--- src/rtl/dtt_pkg.sv ---
// Shared types and codes for the deadline timer table.
`default_nettype none

package dtt_pkg;

  localparam logic [29:0] NS_PER_SEC = 30'd1000000000;

  // input command codes
  localparam logic [1:0] CMD_SCHED  = 2'd0;
  localparam logic [1:0] CMD_CANCEL = 2'd1;
  localparam logic [1:0] CMD_ELAPSE = 2'd2;
  localparam logic [1:0] CMD_NOP    = 2'd3;

  // result status codes
  localparam logic [1:0] STAT_DONE  = 2'd0;
  localparam logic [1:0] STAT_FULL  = 2'd1;
  localparam logic [1:0] STAT_FIRED = 2'd2;

  // command as queued between front and back; elapsed time already normalized
  typedef struct packed {
    logic [1:0]  op;
    logic [3:0]  kind;
    logic [15:0] iface;
    logic [15:0] delay;
    logic [16:0] esec;
    logic [29:0] ensec;
  } cmd_t;

  // one table entry as held in the entry memory
  typedef struct packed {
    logic [3:0]  kind;
    logic [15:0] iface;
    logic [15:0] sec;
    logic [29:0] nsec;
  } ent_t;

  // one result beat
  typedef struct packed {
    logic [1:0]  status;
    logic [3:0]  kind;
    logic [15:0] iface;
    logic        last;
    logic        pend;
    logic [15:0] sec;
    logic [29:0] nsec;
  } res_t;

endpackage

`default_nettype wire

--- src/rtl/deadline_timer_table.sv ---
// Top level of the deadline timer table.
//
//   channel  handshake             accept when     beats per item
//   input    push / full           push && !full   1
//   result   empty / pop           pop && !empty   1 .. TASKS
//
// Each command runs two passes over the entry memory (update, then earliest
// deadline), one entry per cycle, then gives one result beat per fired timer,
// or a single beat when no timer fires.
// The entry memory, with one read port and one write port, paces both passes.
// Reset is synchronous; it clears all valid bits, so the table starts empty.
// Two commands queue ahead of the back end and two results queue at the
// output; a stalled pop holds the back end without losing input beats.
`default_nettype none

module deadline_timer_table import dtt_pkg::*; #(
  parameter int TASKS = 8
) (
  input  wire logic        clk,
  input  wire logic        rst_n,
  input  wire logic        push,
  output logic             full,
  input  wire logic [1:0]  in_cmd,
  input  wire logic [3:0]  in_task_kind,
  input  wire logic [15:0] in_iface,
  input  wire logic [15:0] in_delay_sec,
  input  wire logic [15:0] in_elapsed_sec,
  input  wire logic [29:0] in_elapsed_nsec,
  output logic             empty,
  input  wire logic        pop,
  output logic [1:0]       out_status,
  output logic [3:0]       out_fired_kind,
  output logic [15:0]      out_fired_iface,
  output logic             out_last,
  output logic             out_any_pending,
  output logic [15:0]      out_next_sec,
  output logic [29:0]      out_next_nsec
);

  logic q_valid;
  cmd_t q_item;
  logic q_take;
  logic res_valid;
  res_t res;
  logic res_ready;

  dtt_front u_front (
    .clk             (clk),
    .rst_n           (rst_n),
    .push            (push),
    .full            (full),
    .in_cmd          (in_cmd),
    .in_task_kind    (in_task_kind),
    .in_iface        (in_iface),
    .in_delay_sec    (in_delay_sec),
    .in_elapsed_sec  (in_elapsed_sec),
    .in_elapsed_nsec (in_elapsed_nsec),
    .q_valid         (q_valid),
    .q_item          (q_item),
    .q_take          (q_take)
  );

  dtt_back #(
    .TASKS (TASKS)
  ) u_back (
    .clk       (clk),
    .rst_n     (rst_n),
    .q_valid   (q_valid),
    .q_item    (q_item),
    .q_take    (q_take),
    .res_valid (res_valid),
    .res       (res),
    .res_ready (res_ready)
  );

  dtt_outq u_outq (
    .clk             (clk),
    .rst_n           (rst_n),
    .res_valid       (res_valid),
    .res             (res),
    .res_ready       (res_ready),
    .empty           (empty),
    .pop             (pop),
    .out_status      (out_status),
    .out_fired_kind  (out_fired_kind),
    .out_fired_iface (out_fired_iface),
    .out_last        (out_last),
    .out_any_pending (out_any_pending),
    .out_next_sec    (out_next_sec),
    .out_next_nsec   (out_next_nsec)
  );

endmodule

`default_nettype wire

--- src/rtl/dtt_front.sv ---
// Front end: takes input beats, normalizes elapsed time, queues commands.
`default_nettype none

module dtt_front import dtt_pkg::*; (
  input  wire logic        clk,
  input  wire logic        rst_n,
  input  wire logic        push,
  output logic             full,
  input  wire logic [1:0]  in_cmd,
  input  wire logic [3:0]  in_task_kind,
  input  wire logic [15:0] in_iface,
  input  wire logic [15:0] in_delay_sec,
  input  wire logic [15:0] in_elapsed_sec,
  input  wire logic [29:0] in_elapsed_nsec,
  output logic             q_valid,
  output cmd_t             q_item,
  input  wire logic        q_take
);

  cmd_t       q_r [2];
  logic       wp_r;
  logic       rp_r;
  logic [1:0] cnt_r;
  cmd_t       item;
  logic       ns_ovf;
  logic       do_push;
  logic       do_pop;

  // nanoseconds of a second or more carry into seconds; value < 2^30 so one step
  always_comb begin
    ns_ovf      = (in_elapsed_nsec >= NS_PER_SEC);
    item.op     = in_cmd;
    item.kind   = in_task_kind;
    item.iface  = in_iface;
    item.delay  = in_delay_sec;
    item.esec   = {1'b0, in_elapsed_sec} + {16'd0, ns_ovf};
    item.ensec  = ns_ovf ? (in_elapsed_nsec - NS_PER_SEC) : in_elapsed_nsec;
  end

  assign full    = (cnt_r == 2'd2);
  assign q_valid = (cnt_r != 2'd0);
  assign q_item  = q_r[rp_r];
  assign do_push = push && !full;
  assign do_pop  = q_take && q_valid;

  always_ff @(posedge clk) begin
    if (do_push) begin
      q_r[wp_r] <= item;
    end
  end

  always_ff @(posedge clk) begin
    if (!rst_n) begin
      wp_r  <= 1'b0;
      rp_r  <= 1'b0;
      cnt_r <= 2'd0;
    end else begin
      if (do_push) begin
        wp_r <= ~wp_r;
      end
      if (do_pop) begin
        rp_r <= ~rp_r;
      end
      if (do_push && !do_pop) begin
        cnt_r <= cnt_r + 2'd1;
      end else if (do_pop && !do_push) begin
        cnt_r <= cnt_r - 2'd1;
      end
    end
  end

endmodule

`default_nettype wire

--- src/rtl/dtt_back.sv ---
// Back end: entry memory, table scans, schedule update and result sequencing.
`default_nettype none

module dtt_back import dtt_pkg::*; #(
  parameter int TASKS = 8
) (
  input  wire logic clk,
  input  wire logic rst_n,
  input  wire logic q_valid,
  input  wire cmd_t q_item,
  output logic      q_take,
  output logic      res_valid,
  output res_t      res,
  input  wire logic res_ready
);

  localparam int IW = (TASKS > 1) ? $clog2(TASKS) : 1;
  localparam int CW = $clog2(TASKS + 1);

  localparam logic [2:0] S_IDLE     = 3'd0;
  localparam logic [2:0] S_SCAN     = 3'd1;
  localparam logic [2:0] S_APPLY    = 3'd2;
  localparam logic [2:0] S_MIN      = 3'd3;
  localparam logic [2:0] S_EMIT_RD  = 3'd4;
  localparam logic [2:0] S_EMIT_OUT = 3'd5;

  logic [2:0]       state_r;
  logic [2:0]       state_nxt;
  cmd_t             cur_r;
  logic [TASKS-1:0] valid_r;
  logic [TASKS-1:0] fire_r;
  logic [CW-1:0]    cnt_r;
  logic             dv_r;
  logic [IW-1:0]    di_r;

  ent_t             mem [TASKS];
  ent_t             rd_r;
  logic [IW-1:0]    rd_addr;
  logic             mem_we;
  logic [IW-1:0]    mem_wa;
  ent_t             mem_wd;

  logic             match_r;
  logic [IW-1:0]    match_idx_r;
  logic [15:0]      match_sec_r;
  logic             match_nz_r;
  logic             free_r;
  logic [IW-1:0]    free_idx_r;
  logic [1:0]       status_r;
  logic             pend_r;
  logic [15:0]      best_sec_r;
  logic [29:0]      best_nsec_r;
  logic [IW-1:0]    cur_idx_r;
  logic             last_r;
  logic             fired_out_r;

  logic             scan_issue;
  logic             scan_done;
  logic [16:0]      rs17;
  logic             gt;
  logic             brw;
  logic [30:0]      ns_sum;
  logic [16:0]      ss;
  logic [15:0]      new_sec;
  logic [29:0]      new_nsec;
  logic [16:0]      old_up;
  logic             keep;
  logic             less;
  logic [IW-1:0]    ffs;
  logic [TASKS-1:0] ffs_oh;
  logic [IW-1:0]    slot;

  assign scan_issue = (cnt_r < CW'(TASKS));
  assign scan_done  = !scan_issue && !dv_r;
  assign q_take     = (state_r == S_IDLE) && q_valid;

  // remaining time minus elapsed time, clamped at zero
  always_comb begin
    rs17     = {1'b0, rd_r.sec};
    gt       = (rs17 > cur_r.esec) || ((rs17 == cur_r.esec) && (rd_r.nsec > cur_r.ensec));
    brw      = (rd_r.nsec < cur_r.ensec);
    ns_sum   = {1'b0, rd_r.nsec} + (brw ? {1'b0, NS_PER_SEC} : 31'd0) - {1'b0, cur_r.ensec};
    ss       = rs17 - cur_r.esec - {16'd0, brw};
    new_sec  = gt ? ss[15:0] : 16'd0;
    new_nsec = gt ? ns_sum[29:0] : 30'd0;
  end

  // existing deadline, rounded up to whole seconds, already no later than the request
  always_comb begin
    old_up = {1'b0, match_sec_r} + {16'd0, match_nz_r};
    keep   = match_r && ((match_sec_r != 16'd0) || match_nz_r)
             && (old_up <= {1'b0, cur_r.delay});
    slot   = match_r ? match_idx_r : free_idx_r;
  end

  assign less = (rd_r.sec < best_sec_r)
                || ((rd_r.sec == best_sec_r) && (rd_r.nsec < best_nsec_r));

  // lowest fired entry first
  always_comb begin
    ffs = '0;
    for (int i = TASKS - 1; i >= 0; i--) begin
      if (fire_r[i]) begin
        ffs = IW'(i);
      end
    end
    ffs_oh = {{(TASKS-1){1'b0}}, 1'b1} << ffs;
  end

  always_comb begin
    unique case (state_r)
      S_EMIT_RD:  rd_addr = ffs;
      S_EMIT_OUT: rd_addr = cur_idx_r;
      default:    rd_addr = cnt_r[IW-1:0];
    endcase
  end

  always_comb begin
    mem_we = 1'b0;
    mem_wa = di_r;
    mem_wd = rd_r;
    if (state_r == S_SCAN && dv_r && cur_r.op == CMD_ELAPSE && valid_r[di_r]) begin
      mem_we      = 1'b1;
      mem_wd.sec  = new_sec;
      mem_wd.nsec = new_nsec;
    end else if (state_r == S_APPLY && cur_r.op == CMD_SCHED && (match_r || free_r) && !keep) begin
      mem_we = 1'b1;
      mem_wa = slot;
      mem_wd = '{kind: cur_r.kind, iface: cur_r.iface, sec: cur_r.delay, nsec: 30'd0};
    end
  end

  always_ff @(posedge clk) begin
    if (mem_we) begin
      mem[mem_wa] <= mem_wd;
    end
    rd_r <= mem[rd_addr];
  end

  always_comb begin
    state_nxt = state_r;
    unique case (state_r)
      S_IDLE:     if (q_valid) state_nxt = S_SCAN;
      S_SCAN:     if (scan_done) state_nxt = S_APPLY;
      S_APPLY:    state_nxt = S_MIN;
      S_MIN:      if (scan_done) state_nxt = (fire_r != '0) ? S_EMIT_RD : S_EMIT_OUT;
      S_EMIT_RD:  state_nxt = S_EMIT_OUT;
      S_EMIT_OUT: if (res_ready) state_nxt = last_r ? S_IDLE : S_EMIT_RD;
      default:    state_nxt = S_IDLE;
    endcase
  end

  always_ff @(posedge clk) begin
    if (!rst_n) begin
      state_r     <= S_IDLE;
      valid_r     <= '0;
      fire_r      <= '0;
      cnt_r       <= '0;
      dv_r        <= 1'b0;
      match_r     <= 1'b0;
      free_r      <= 1'b0;
      pend_r      <= 1'b0;
      last_r      <= 1'b0;
      fired_out_r <= 1'b0;
    end else begin
      state_r <= state_nxt;
      unique case (state_r)
        S_IDLE: begin
          if (q_valid) begin
            cur_r    <= q_item;
            cnt_r    <= '0;
            dv_r     <= 1'b0;
            match_r  <= 1'b0;
            free_r   <= 1'b0;
            fire_r   <= '0;
            status_r <= STAT_DONE;
          end
        end
        S_SCAN: begin
          if (scan_issue) begin
            cnt_r <= cnt_r + CW'(1);
          end
          dv_r <= scan_issue;
          di_r <= cnt_r[IW-1:0];
          if (dv_r) begin
            case (cur_r.op)
              CMD_SCHED: begin
                if (valid_r[di_r] && rd_r.kind == cur_r.kind && rd_r.iface == cur_r.iface
                    && !match_r) begin
                  match_r     <= 1'b1;
                  match_idx_r <= di_r;
                  match_sec_r <= rd_r.sec;
                  match_nz_r  <= (rd_r.nsec != 30'd0);
                end
                if (!valid_r[di_r] && !free_r) begin
                  free_r     <= 1'b1;
                  free_idx_r <= di_r;
                end
              end
              CMD_CANCEL: begin
                if (rd_r.iface == cur_r.iface) begin
                  valid_r[di_r] <= 1'b0;
                end
              end
              CMD_ELAPSE: begin
                if (valid_r[di_r] && !gt) begin
                  valid_r[di_r] <= 1'b0;
                  fire_r[di_r]  <= 1'b1;
                end
              end
              default: ;
            endcase
          end
        end
        S_APPLY: begin
          if (cur_r.op == CMD_SCHED) begin
            if (!match_r && !free_r) begin
              status_r <= STAT_FULL;
            end else if (!keep) begin
              valid_r[slot] <= 1'b1;
            end
          end
          cnt_r       <= '0;
          dv_r        <= 1'b0;
          pend_r      <= 1'b0;
          best_sec_r  <= 16'd0;
          best_nsec_r <= 30'd0;
        end
        S_MIN: begin
          if (scan_issue) begin
            cnt_r <= cnt_r + CW'(1);
          end
          dv_r <= scan_issue;
          di_r <= cnt_r[IW-1:0];
          if (dv_r && valid_r[di_r] && (!pend_r || less)) begin
            pend_r      <= 1'b1;
            best_sec_r  <= rd_r.sec;
            best_nsec_r <= rd_r.nsec;
          end
          if (scan_done && fire_r == '0) begin
            last_r      <= 1'b1;
            fired_out_r <= 1'b0;
          end
        end
        S_EMIT_RD: begin
          cur_idx_r   <= ffs;
          fire_r      <= fire_r & ~ffs_oh;
          last_r      <= ((fire_r & ~ffs_oh) == '0);
          fired_out_r <= 1'b1;
        end
        S_EMIT_OUT: ;
        default: ;
      endcase
    end
  end

  assign res_valid = (state_r == S_EMIT_OUT);

  always_comb begin
    res.status = fired_out_r ? STAT_FIRED : status_r;
    res.kind   = fired_out_r ? rd_r.kind : 4'd0;
    res.iface  = fired_out_r ? rd_r.iface : 16'd0;
    res.last   = last_r;
    res.pend   = pend_r;
    res.sec    = best_sec_r;
    res.nsec   = best_nsec_r;
  end

endmodule

`default_nettype wire

--- src/rtl/dtt_outq.sv ---
// Two-deep result queue that drives the output ports.
`default_nettype none

module dtt_outq import dtt_pkg::*; (
  input  wire logic         clk,
  input  wire logic         rst_n,
  input  wire logic         res_valid,
  input  wire res_t         res,
  output logic              res_ready,
  output logic              empty,
  input  wire logic         pop,
  output logic [1:0]        out_status,
  output logic [3:0]        out_fired_kind,
  output logic [15:0]       out_fired_iface,
  output logic              out_last,
  output logic              out_any_pending,
  output logic [15:0]       out_next_sec,
  output logic [29:0]       out_next_nsec
);

  res_t       q_r [2];
  logic       wp_r;
  logic       rp_r;
  logic [1:0] cnt_r;
  logic       do_push;
  logic       do_pop;
  res_t       head;

  assign res_ready = (cnt_r != 2'd2);
  assign empty     = (cnt_r == 2'd0);
  assign do_push   = res_valid && res_ready;
  assign do_pop    = pop && !empty;
  assign head      = q_r[rp_r];

  assign out_status      = head.status;
  assign out_fired_kind  = head.kind;
  assign out_fired_iface = head.iface;
  assign out_last        = head.last;
  assign out_any_pending = head.pend;
  assign out_next_sec    = head.sec;
  assign out_next_nsec   = head.nsec;

  always_ff @(posedge clk) begin
    if (do_push) begin
      q_r[wp_r] <= res;
    end
  end

  always_ff @(posedge clk) begin
    if (!rst_n) begin
      wp_r  <= 1'b0;
      rp_r  <= 1'b0;
      cnt_r <= 2'd0;
    end else begin
      if (do_push) begin
        wp_r <= ~wp_r;
      end
      if (do_pop) begin
        rp_r <= ~rp_r;
      end
      if (do_push && !do_pop) begin
        cnt_r <= cnt_r + 2'd1;
      end else if (do_pop && !do_push) begin
        cnt_r <= cnt_r - 2'd1;
      end
    end
  end

endmodule

`default_nettype wire

--- config.mk ---
export PLATFORM = sky130hd
export DESIGN_NAME = deadline_timer_table
export DESIGN_NICKNAME = d
export VERILOG_FILES = /design/src/rtl/dtt_pkg.sv /design/src/rtl/deadline_timer_table.sv /design/src/rtl/dtt_front.sv /design/src/rtl/dtt_back.sv /design/src/rtl/dtt_outq.sv
export SDC_FILE = /design/constraint.sdc
export NUM_CORES = 2
export LEC_CHECK = 0
export BUFFER_PORTS_ARGS = -buffer_cell sky130_fd_sc_hd__buf_2
export CAP_MARGIN = 20
export CORE_ASPECT_RATIO = 0.8
export CORE_MARGIN = 3
export CORE_UTILIZATION = 30
export DETAILED_ROUTE_END_ITERATION = 8
export PLACE_DENSITY_LB_ADDON = 0.12
export SYNTH_ARGS = -nofsm -noshare
export SYNTH_HDL_FRONTEND = slang
export SYNTH_SLANG_ARGS = --single-unit
--- constraint.sdc ---
create_clock -name clk -period 9.7 [get_ports clk]
set_input_delay 0.485 -clock clk [delete_from_list [all_inputs] [get_ports clk]]
set_output_delay 0.485 -clock clk [all_outputs]
set_load 0.005 [all_outputs]
==> impl_results.md <==
- Final wirelength: 127000 µm
- Area grow syn2layout: 16.63%
- Clk_skew: between 0.07 and 0.08 ns
- Kind of critical path: reg -> reg
- Period utilization: between 60 and 70%
- First-pass DRT Iterations: 7
- Setup-failing EPs final: 0
- Initial antenna violation count: 3
- First-pass GRT wire length: 187000 µm
- Via total after detailed routing: 26130
- Final worst slack: 3.384 ns
- Die Span Y: 362.7 µm
- Share of layout cells above drive strength 1: 24.07%
- Fin crit period: 6.316 ns
- Final hold viol count: 0
- Area after DPL: 51190 µm²
- Crit path DAT: a little under 7 ns
- DP Cell Count: 5182
- Filler cell count in the final layout: 15030
- H-tree level count: 3
- Post-synth EDFFs: 999
- Status: finished, final reports clean
- Synth cell count leaders: edfxtp_1, mux2_2, inv_1, ha_1, mux4_2
- Core area: between 150000 and 200000 µm²
- Worst IR Drop VDD: 0.0001687 V
- Design Area, Final: 55640 µm²
- Unrepaired setup endpoints after global routing: no
- Synth cell types: 86
- Post-DR vias/cell: 4.787
- # DRC: 0
- Initial core utilization: 30.30%
- FP Rows: 130
- FF-to-FF path depth: 20
- GRT Total Usage: between 10% and 20%
- Die W: between 400 and 500 µm
- Non-filler cells in the finished layout: 5459
- Worst Tran Pin Value: ~1.0 ns
- Seq/Total Area, Yosys: 67.24%
- Power Density: 236.5 nW/µm²
- Startpoint types: flop
- Clock Latency Late Sink: 0.77 ns
- Number of synthesized register bits: 1103
- Top-Level Pins: 160
- Routed WL per cell: 23.26 µm
- Total gr overflow: 0
- Ys Warns: 0
- TritonCTS buffer count: 118
- Synth top area share: ~63%
- Max-cap violation count: 0
- Setup crit end kind: flop
- Post-DRT Antenna Nets: 0
- Syn Inst Count: just under 3000
- Worst Hold Class: in -> reg
- Worst hold path startpoint: in_elapsed_sec[8]
- Mapped Area: between 40000 and 50000 µm²
- Vias in the first global route: 27340
- Most common cell in the netlist: edfxtp_1
- Worst hold path stage count: 2
- CP required: 10.16 ns
- Port buffer count: 159
- Max FO, Critical Path: 16
- RD Place Congestion: 0.8352
- Setup Fix Bufs, Post-CTS: 0
- Mapped Avg Cell Area: 16.11 µm²
- DRT iter0 DRCs: 1758
- Syn nets: 3244
- Largest net degree at the start of global routing: 97
- Hold Path End: u_front.q_r[0][38]
- Leak Pwr: 19.26 nW
- FFs w/ async S/R, synth: 0%
- Clock Tree Root: clkbuf_16
- Fmax achieved: 158.3 MHz
- # nets final: 3524
- Worst rel slew slack: 30.33%
- Clock transition at path regs: about 0.06 ns
- Cell accounting for the most synthesized area: edfxtp_1
- R2R Path Start: u_back.rd_r[0]
- Die ar.: 163900 µm²
- Synth area leaders: edfxtp_1, mux4_2, mux2_2
- DP HPWL: 82690 µm
- Sink Count: 1103
- Clock buffer depth: 3
- Dominant synthesized flop cell: edfxtp_1
- R2R Setup Slk: 3.38 ns
- Worst reg2reg path endpoint: u_back.mem[1][42]
- Pre-CTS setup slack: 3.445 ns
- CTS tree: yes
- Slew Viols, Final: 0
- Setup_tns: 0 ns
-- sequential cells by signal, summed over array words and instances (netlist names), 4 cells and up, named ones only --
| register | count |
|---|---|
| u_front.q_r | 170 |
| u_outq.q_r | 140 |
| u_back.match_sec_r | 16 |
| u_back.rd_r | 66 |
| u_back.fire_r | 8 |
| u_back.cnt_r | 4 |
| u_back.best_sec_r | 16 |
| u_back.mem | 528 |
| u_back.cur_r | 85 |
| u_back.valid_r | 8 |
| u_back.best_nsec_r | 30 |
-- where the power goes --
part	internal (mW)	leakage [nW]	switching (mW)
clock	2.62	1.90	1.94
combinational	1.10	7.34	1.65
sequential	5.60	10.0	0.243
-- worst max-delay path: stages, from the launching register on --
cell and delay [ns]:
dfxtp_1 0.36, inv_1 0.10, ha_1 0.14, inv_1 0.07, fa_1 0.45, a311oi_2 0.23, nor4_1 0.13, o311ai_1 0.35
nand3_2 0.68, fa_1 0.83, ha_1 0.18, nor2_1 0.08, fa_1 0.43, a21boi_0 0.35, o21ai_0 0.14, a21boi_0 0.28
o21a_1 0.25, o21ai_0 0.19, nand2b_1 0.13, xnor2_1 0.07, o221ai_1 0.58
-- worst max path at each step --
stage                           start                 to  slack [ns]  depth (start not counted)
finish                 u_back.rd_r[0]  u_back.mem[1][42]        3.38                         20
global placement       u_back.rd_r[0]  u_back.mem[1][42]        3.54                         20
detailed placement     u_back.rd_r[0]  u_back.mem[1][42]        3.44                         20
CTS                    u_back.rd_r[0]  u_back.mem[7][42]        3.38                         20
global route           u_back.rd_r[0]  u_back.mem[7][42]        2.95                         20
floorplan           u_back.match_nz_r   u_back.mem[2][0]        1.71                         14
-- per-stage QoR --
step / hold slack, ns / power, mW / utilization, %
after floorplan: 0.4390 / 7.798 / -
after global placement: 0.4781 / 8.667 / 32.51
after detailed placement: 0.4784 / 8.670 / 32.51
after CTS: 0.01607 / 13.33 / 35.33
after global routing: 0.03995 / 13.85 / 35.34
final: 0.08567 / 13.16 / 35.34
-- kinds of logic after synthesis --
| kind of cell | share of synthesized area, % |
|---|---|
| compound gates | 4.962 |
| xor+xnor | 2.074 |
| fa+ha+maj | 5.402 |
| buf+inv | 2.858 |
| flops | 67.24 |
| mux | 12.18 |
| simple gates | 5.284 |
-- layout by cell type, fill, tap and decap left out, drive strengths merged, types with 14 or more instances in the layout --
master       count
nand4           33
a21oi           83
nor3            43
ha             174
a21o            22
mux4           132
nand2          113
clkinv          47
dlygate4sd3     51
mux2           244
xor2            41
dfxtp          104
xnor2           72
buf            203
nand2b          16
clkbuf         155
nor2           102
o21ai           94
inv            235
nand3           41
nor4            19
o211ai          15
fa              20
nor2b           14
a22oi           19
and2            26
and3            58
edfxtp         999
-- what timing repair did --
action / CTS / global route
hold buffers: 51 / 0
resized for setup: 0 / 0
hold endpoints to repair: 102 / 0
-- metal layers --
metal / GRT usage (%) / vias to the layer above / part of all wire (%)
li1: - / 11950 / -
met1: 22.52 / 13490 / 49
met2: 24.03 / 521 / 45
met3: 2.527 / 170 / 4.0
met4: 3.553 / 0 / 2.0
met5: 0 / - / 0
-- cell type report --
| type | count | area (µm²) | share of cell area (%) |
|---|---|---|---|
| Inverter | 229 | 859.6 | 1.545 |
| Timing Repair Buffer | 255 | 1657 | 2.977 |
| Tap cell | 2112 | 2643 | 4.749 |
| Sequential cell | 1103 | 32090 | 57.67 |
| Multi-Input combinational cell | 1535 | 14460 | 25.98 |
| Clock inverter | 69 | 794.5 | 1.428 |
| Antenna cell | 2 | 5.005 | 0.008994 |
| Clock buffer | 154 | 3138 | 5.640 |
No activity file was read; power rests on OpenSTA's default activity.
